### config.mk
export PLATFORM = sky130hd
export DESIGN_NAME = sha1_hash
export DESIGN_NICKNAME = d
export VERILOG_FILES = /design/src/design/sha1_pkg.sv /design/src/design/sha1_hash.sv
export SDC_FILE = /design/constraint.sdc
export NUM_CORES = 2
export LEC_CHECK = 0
export BUFFER_PORTS_ARGS = -buffer_cell sky130_fd_sc_hd__buf_2
export CAP_MARGIN = 20
export CORE_MARGIN = 3
export CORE_UTILIZATION = 59
export CTS_CLUSTER_DIAMETER = 40
export DETAILED_ROUTE_END_ITERATION = 8
export GPL_TIMING_DRIVEN = 1
export HOLD_SLACK_MARGIN = 0.1
export MAX_ROUTING_LAYER = met4
export PLACE_DENSITY = 0.76
export SLEW_MARGIN = 20
export SYNTH_ARGS = -nofsm -noshare
export SYNTH_HDL_FRONTEND = slang
export SYNTH_SLANG_ARGS = --single-unit
### constraint.sdc
create_clock -name clk -period 9.3 [get_ports clk]
set_clock_uncertainty 0.1 [all_clocks]
set_input_delay 0.93 -clock clk [delete_from_list [all_inputs] [get_ports clk]]
set_output_delay 0.93 -clock clk [all_outputs]
set_load 0.01 [all_outputs]
### src/design/sha1_pkg.sv
// sha1_pkg: shared types and constants for the sha1_hash block
// item structs for both channels, initial hash words and round constants
// no dependencies
package sha1_pkg;

    typedef logic [31:0] word_t;

    // one input transfer: a message byte or the end-of-message mark
    typedef struct packed {
        logic       kind;
        logic [7:0] data_byte;
    } in_item_t;

    // one output transfer: a digest word and its position
    typedef struct packed {
        logic [31:0] digest_word;
        logic [2:0]  word_index;
        logic        last_word;
    } out_item_t;

    localparam logic KIND_DATA = 1'b0;
    localparam logic KIND_END  = 1'b1;

    localparam int DIGEST_WORDS = 5;
    localparam int WINDOW_WORDS = 16;
    localparam int ROUNDS       = 80;
    localparam int TOTAL_W      = 61;

    localparam logic [7:0] PAD_BYTE = 8'h80;

    localparam word_t H0 = 32'h67452301;
    localparam word_t H1 = 32'hefcdab89;
    localparam word_t H2 = 32'h98badcfe;
    localparam word_t H3 = 32'h10325476;
    localparam word_t H4 = 32'hc3d2e1f0;

    localparam word_t K0 = 32'h5a827999;
    localparam word_t K1 = 32'h6ed9eba1;
    localparam word_t K2 = 32'h8f1bbcdc;
    localparam word_t K3 = 32'hca62c1d6;

    // initial chaining word by position
    function automatic word_t init_word(input logic [2:0] idx);
        word_t w;
        case (idx)
            3'd0:    w = H0;
            3'd1:    w = H1;
            3'd2:    w = H2;
            3'd3:    w = H3;
            default: w = H4;
        endcase
        return w;
    endfunction

endpackage

### src/design/sha1_hash.sv
// sha1_hash: streaming SHA-1 digest engine, one round per cycle
// depends on sha1_pkg for item types and constants
//
// usage:
//   req channel (req_valid/req_ready/req) takes one item per transfer: a
//   message byte (kind 0) or the end-of-message mark (kind 1).
//   rsp channel (rsp_valid/rsp_ready/rsp) gives the five digest words,
//   word_index 0 first, last_word high on the fifth, only after an end mark.
// sequence:
//   a data byte is taken while idle; the 64th byte of a block starts a compression
//   (load, 80 rounds through the single round adder, chain add).
//   an end mark pads the block and compresses it, plus a second block when the
//   length field spills over, then the digest words.
//   req_ready is low while the round unit or the digest output is busy.
// reset:
//   chaining words return to the initial hash values, byte count to zero;
//   after the fifth word transfers the block clears itself the same way.
// stall:
//   each digest word holds on rsp until taken; the engine waits meanwhile.
module sha1_hash (
    input  logic                 clk,
    input  logic                 rst_n,
    input  logic                 req_valid,
    output logic                 req_ready,
    input  sha1_pkg::in_item_t   req,
    output logic                 rsp_valid,
    input  logic                 rsp_ready,
    output sha1_pkg::out_item_t  rsp
);

    localparam logic [2:0] ST_IDLE  = 3'd0;
    localparam logic [2:0] ST_START = 3'd1;
    localparam logic [2:0] ST_ROUND = 3'd2;
    localparam logic [2:0] ST_ADD   = 3'd3;
    localparam logic [2:0] ST_EMIT  = 3'd4;

    localparam logic [6:0] LAST_ROUND = 7'(sha1_pkg::ROUNDS - 1);
    localparam logic [6:0] R20 = 7'd20;
    localparam logic [6:0] R40 = 7'd40;
    localparam logic [6:0] R60 = 7'd60;
    localparam logic [2:0] LAST_IDX = 3'(sha1_pkg::DIGEST_WORDS - 1);

    logic [2:0]                 state_reg, state_next;
    logic [6:0]                 round_reg, round_next;
    logic [2:0]                 word_reg, word_next;
    logic                       final_reg, final_next;
    logic                       second_reg, second_next;
    logic [sha1_pkg::TOTAL_W-1:0] total_reg, total_next;
    sha1_pkg::word_t            chain_reg [sha1_pkg::DIGEST_WORDS];
    sha1_pkg::word_t            chain_next [sha1_pkg::DIGEST_WORDS];
    sha1_pkg::word_t            var_reg [sha1_pkg::DIGEST_WORDS];
    sha1_pkg::word_t            var_next [sha1_pkg::DIGEST_WORDS];
    sha1_pkg::word_t            win_reg [sha1_pkg::WINDOW_WORDS];
    sha1_pkg::word_t            win_next [sha1_pkg::WINDOW_WORDS];

    logic                       req_xfer;
    logic                       rsp_xfer;
    logic [5:0]                 pos;
    logic [63:0]                bit_len;
    sha1_pkg::word_t            f_val;
    sha1_pkg::word_t            k_val;
    sha1_pkg::word_t            w_new;
    sha1_pkg::word_t            t_sum;

    assign req_ready = (state_reg == ST_IDLE);
    assign rsp_valid = (state_reg == ST_EMIT);
    assign req_xfer  = req_valid && req_ready;
    assign rsp_xfer  = rsp_valid && rsp_ready;
    assign pos       = total_reg[5:0];
    assign bit_len   = {total_reg, 3'b000};

    // digest word straight from the chaining registers, held while stalled
    assign rsp.digest_word = chain_reg[word_reg];
    assign rsp.word_index  = word_reg;
    assign rsp.last_word   = (word_reg == LAST_IDX);

    // round function and constant by round group
    always_comb
    begin
        if (round_reg < R20)
        begin
            f_val = (var_reg[1] & var_reg[2]) | (~var_reg[1] & var_reg[3]);
            k_val = sha1_pkg::K0;
        end
        else if (round_reg < R40)
        begin
            f_val = var_reg[1] ^ var_reg[2] ^ var_reg[3];
            k_val = sha1_pkg::K1;
        end
        else if (round_reg < R60)
        begin
            f_val = (var_reg[1] & var_reg[2]) | (var_reg[1] & var_reg[3])
                  | (var_reg[2] & var_reg[3]);
            k_val = sha1_pkg::K2;
        end
        else
        begin
            f_val = var_reg[1] ^ var_reg[2] ^ var_reg[3];
            k_val = sha1_pkg::K3;
        end
    end

    // shared round adder and schedule expansion
    sha1_pkg::word_t w_mix;
    assign w_mix = win_reg[13] ^ win_reg[8] ^ win_reg[2] ^ win_reg[0];
    assign w_new = {w_mix[30:0], w_mix[31]};
    assign t_sum = {var_reg[0][26:0], var_reg[0][31:27]} + f_val + var_reg[4]
                 + win_reg[0] + k_val;

    // sequencer
    always_comb
    begin
        state_next  = state_reg;
        round_next  = round_reg;
        word_next   = word_reg;
        final_next  = final_reg;
        second_next = second_reg;
        total_next  = total_reg;
        chain_next  = chain_reg;
        var_next    = var_reg;
        win_next    = win_reg;

        case (state_reg)
            ST_IDLE:
            begin
                if (req_xfer)
                begin
                    if (req.kind == sha1_pkg::KIND_DATA)
                    begin
                        // place the byte big-endian in its word
                        for (int j = 0; j < 4; j++)
                        begin
                            if (pos[1:0] == 2'(j))
                                win_next[pos[5:2]][8*(3-j) +: 8] = req.data_byte;
                        end
                        total_next = total_reg + 1'b1;
                        if (pos == 6'd63)
                        begin
                            final_next = 1'b0;
                            state_next = ST_START;
                        end
                    end
                    else
                    begin
                        // pad mark at pos, zeros after it
                        for (int i = 0; i < sha1_pkg::WINDOW_WORDS; i++)
                        begin
                            for (int j = 0; j < 4; j++)
                            begin
                                if (6'(i*4 + j) == pos)
                                    win_next[i][8*(3-j) +: 8] = sha1_pkg::PAD_BYTE;
                                else if (6'(i*4 + j) > pos)
                                    win_next[i][8*(3-j) +: 8] = 8'h00;
                            end
                        end
                        // length fits in this block unless the pad reached the tail
                        if (pos[5:3] != 3'b111)
                        begin
                            win_next[14] = bit_len[63:32];
                            win_next[15] = bit_len[31:0];
                        end
                        second_next = (pos[5:3] == 3'b111);
                        final_next  = 1'b1;
                        state_next  = ST_START;
                    end
                end
            end
            ST_START:
            begin
                var_next   = chain_reg;
                round_next = '0;
                state_next = ST_ROUND;
            end
            ST_ROUND:
            begin
                var_next[4] = var_reg[3];
                var_next[3] = var_reg[2];
                var_next[2] = {var_reg[1][1:0], var_reg[1][31:2]};
                var_next[1] = var_reg[0];
                var_next[0] = t_sum;
                for (int i = 0; i < sha1_pkg::WINDOW_WORDS - 1; i++)
                    win_next[i] = win_reg[i+1];
                win_next[sha1_pkg::WINDOW_WORDS-1] = w_new;
                round_next = round_reg + 1'b1;
                if (round_reg == LAST_ROUND)
                    state_next = ST_ADD;
            end
            ST_ADD:
            begin
                for (int i = 0; i < sha1_pkg::DIGEST_WORDS; i++)
                    chain_next[i] = chain_reg[i] + var_reg[i];
                if (!final_reg)
                    state_next = ST_IDLE;
                else if (second_reg)
                begin
                    // extra block holding only the length
                    for (int i = 0; i < sha1_pkg::WINDOW_WORDS; i++)
                        win_next[i] = '0;
                    win_next[14] = bit_len[63:32];
                    win_next[15] = bit_len[31:0];
                    second_next  = 1'b0;
                    state_next   = ST_START;
                end
                else
                begin
                    word_next  = '0;
                    state_next = ST_EMIT;
                end
            end
            ST_EMIT:
            begin
                if (rsp_xfer)
                begin
                    word_next = word_reg + 1'b1;
                    if (word_reg == LAST_IDX)
                    begin
                        for (int i = 0; i < sha1_pkg::DIGEST_WORDS; i++)
                            chain_next[i] = sha1_pkg::init_word(3'(i));
                        total_next = '0;
                        final_next = 1'b0;
                        word_next  = '0;
                        state_next = ST_IDLE;
                    end
                end
            end
            default:
            begin
                state_next = ST_IDLE;
            end
        endcase
    end

    // control and chaining state
    always_ff @(posedge clk or negedge rst_n)
    begin
        if (!rst_n)
        begin
            state_reg  <= ST_IDLE;
            round_reg  <= '0;
            word_reg   <= '0;
            final_reg  <= 1'b0;
            second_reg <= 1'b0;
            total_reg  <= '0;
            for (int i = 0; i < sha1_pkg::DIGEST_WORDS; i++)
                chain_reg[i] <= sha1_pkg::init_word(3'(i));
        end
        else
        begin
            state_reg  <= state_next;
            round_reg  <= round_next;
            word_reg   <= word_next;
            final_reg  <= final_next;
            second_reg <= second_next;
            total_reg  <= total_next;
            chain_reg  <= chain_next;
        end
    end

    // working variables and schedule window
    always_ff @(posedge clk)
    begin
        var_reg <= var_next;
        win_reg <= win_next;
    end

    // checks
    a_no_overlap: assert property (@(posedge clk) disable iff (!rst_n)
        rsp_valid |-> !req_ready)
        else $error("input taken while digest is being sent");

    a_round_range: assert property (@(posedge clk) disable iff (!rst_n)
        (state_reg == ST_ROUND) |-> (round_reg <= LAST_ROUND))
        else $error("round counter out of range");

    a_index_range: assert property (@(posedge clk) disable iff (!rst_n)
        rsp_valid |-> (word_reg <= LAST_IDX))
        else $error("digest word index out of range");

    a_clear_after_last: assert property (@(posedge clk) disable iff (!rst_n)
        (rsp_xfer && rsp.last_word) |=> (req_ready && total_reg == '0))
        else $error("block not cleared after last digest word");

    a_end_starts_hash: assert property (@(posedge clk) disable iff (!rst_n)
        (req_xfer && req.kind == sha1_pkg::KIND_END) |=> (state_reg == ST_START && final_reg))
        else $error("end mark did not start the final compression");

endmodule
==> metrics.cfg <==
[setup_path]
r2r_start=round_reg[3]
critical_path_class=reg2reg
crit_required_ns=9.68
path_max_fanout=35
r2r_cells=22
startpoint_type=register
crit_path_start=round_reg[3]
worstPathArrival_ns=6.91
end_kind=register

[synthesis]
synthArstFlopShare_pct=25.99
synth_cell_types=84
synthesis.nets=6333
synth.top_cells.by_count=nand2_1 (1,100), o21ai_0 (786), edfxtp_1 (672)
yosys_register_bits=908
ys.flop_type=edfxtp_1
synth_compound_area_share_pct=16.09
syn_area_mm2=0.05802
synth_edf_count=672
synth_top_family_by_area=compound AO/OA/AOI/OAI gates
synth_top_cell_by_area=edfxtp_1
synthCells=5995
synth.area.mux_share_pct=8.546
synth.top_cell.area_share_pct=34.78
syn_avg_cell_area_um2=9.678
yosysSeqAreaShare_pct=45.13
ys_warn_count=0
synth_area_leaders=edfxtp_1 (35%), mux2i_1 (8.3%), nand2_1 (7.1%), o21ai_0 (6.8%), dfrtp_1 (6.7%)
synth-adder-area-share_pct=8.626
synthMostInstantiatedCell=nand2_1
synthXorXnorAreaFrac_pct=4.649
synth-simple-area-share_pct=13.09

[placement]
placed_cells=7043
gp_congestion=1.002
io_buffer_count=50
place_ws_ns=2.805
dp_hpwl_mm=125.6
dpl_cell_area_mm2=0.05923

[floorplan]
die_h_um=319.6
initial_core_util_pct=59.73
placeableCoreArea_mm2=0.09714
pin_count=51
die_w_um=319.6
dieArea_mm2=0.1021
fp-row-count=114

[power]
p_leak_nw=28.87
vdd_drop_max_uv=145.7
p_total_mw=10.03
power_density_mw_per_mm2=156.1

[clock_network]
postCtsResizedCells=0
h-tree-depth=4
cts-hold-fix-buffers=0
clk_latency_ns=0.76
cts-root-buf=clkbuf_16
tritoncts=built
clkSlewWorstSetupHoldPaths_ns=0.05
cts_num_sinks=908
postCtsSetupBuffers=0
cts_buffers=145
cts_buffer_depth=3

[timing]
period_share_pct=70.20
setup_ws_ns=2.772
drv_slew=0
hold-worst-slack_ns=0.1661
finalCriticalPeriod_ns=6.528
grt_setup_unrepaired=false
max_freq_ghz=0.1532
worst_pin_slew_ns=1.246
finalSetupViolCount=0
setup_tns_ns=0
finalHoldViolations=0
relSlewSlack_pct=16.93

[routing]
num_vias=48120
via_per_inst=6.578
drt_first_pass_iters=9
first_iter_violations=5842
drtAntennaViolNets=0
post_drt_wl_per_cell_um=25.10
drc_errors=0
drt-total-wl_mm=183.7

[global_routing]
grt_util_met3_pct=6.005
grt_pass1_vias=46870
busiest_layer=met2
grt_use_met2_pct=57.09
grtUsageMet1_pct=46.34
grt_util_all_layers_pct=36.42
antenna_found_initial=4
gr-total-overflow=0
grt_max_degree=244
grt_pass1_wl_mm=280.6

[final_layout]
stdcell_area_mm2=0.06429
fin_util_pct=66.18
layout.cells.non_filler=7316
area_delta_synth_final_pct=10.80
nets=6252
drive_gt1_share_pct=8.183

[run]
max-cap-violations=0

[outcome]
status=finished, final reports clean

[min_path]
min-delay-path-class=in2async

power by group:
group	switching, mW	leakage (nW)	total, mW	internal (mW)
clock	2.13	2.44	5.64	3.51
combinational	0.0725	16.7	0.0833	0.0108
sequential	0.000246	9.71	4.31	4.31
metal layers:
layer / part of all wire (%) / vias up
li1: - / 21280
met1: 39 / 23580
met2: 47 / 2707
met3: 9.1 / 555
met4: 5.3 / 0
met5: 0 / -
kinds of logic (layout without fill, tap and decap cells):
group                    Yosys count  in the layout
AO/OA/AOI/OAI                   1556           1556
XOR/XNOR                         308            308
adder cells (fa/ha/maj)          325            325
buffers and inverters            596            638
flip-flops                       908            908
multiplexers                     494            494
other                              0              3
AND/OR/NAND/NOR                 1808           1808
area by class of cell:
cell class,count,area (µm²)
clock buffers,173,3859
clock inverters,97,1159
multi-input cells,4491,29710
well taps,1276,1597
fillers,7528,32850
flip-flops and latches,908,26190
repair buffers,121,834.6
inverters,247,927.1
diodes,3,7.507
path summary, 6_finish.rpt:
path | endpoint | slack, ns
setup / recovery | var_reg[154] | 2.77
hold / removal | chain_reg[77] | 0.17
setup reg to reg | var_reg[154] | 2.77
hold reg to reg | round_reg[0] | 0.41
max in group asynchronous | chain_reg[29] | 7.40
min in group clk | word_reg[0] | 0.38
layout by cell type (no fill, tap or decap), types with 51 or more instances in the layout:
| cell | netlist | layout |
|---|---|---|
| a21o_1 | 81 | 80 |
| a21oi_1 | 205 | 203 |
| a22oi_1 | 54 | 54 |
| buf_4 | 0 | 67 |
| clkbuf_16 | 0 | 149 |
| dfrtp_1 | 156 | 154 |
| dfstp_2 | 80 | 80 |
| edfxtp_1 | 672 | 672 |
| fa_1 | 125 | 125 |
| ha_1 | 200 | 200 |
| inv_1 | 246 | 246 |
| mux2i_1 | 483 | 483 |
| nand2_1 | 1100 | 1097 |
| nand3_1 | 102 | 102 |
| nor2_1 | 323 | 318 |
| nor3_1 | 77 | 73 |
| o21ai_0 | 786 | 779 |
| o22ai_1 | 51 | 51 |
| xnor2_1 | 189 | 189 |
| xor2_1 | 119 | 119 |
worst max-delay path, stage by stage (launching register included):
cell,delay (ns)
dfrtp_1,0.45
o21ai_0,0.24
nor2b_1,0.25
nand2b_2,0.07
buf_4,0.28
and2_1,0.23
buf_4,0.22
a221o_1,0.35
fa_1,0.48
inv_1,0.05
fa_1,0.56
inv_1,0.06
ha_1,0.28
a21oi_1,0.15
nor2b_1,0.08
o31ai_1,0.58
a2111oi_2,0.22
o41ai_1,0.68
o21ai_0,0.26
a21o_1,0.24
a21oi_1,0.17
xor2_1,0.15
o21ai_0,0.08
(Power assumes the default switching activity.)
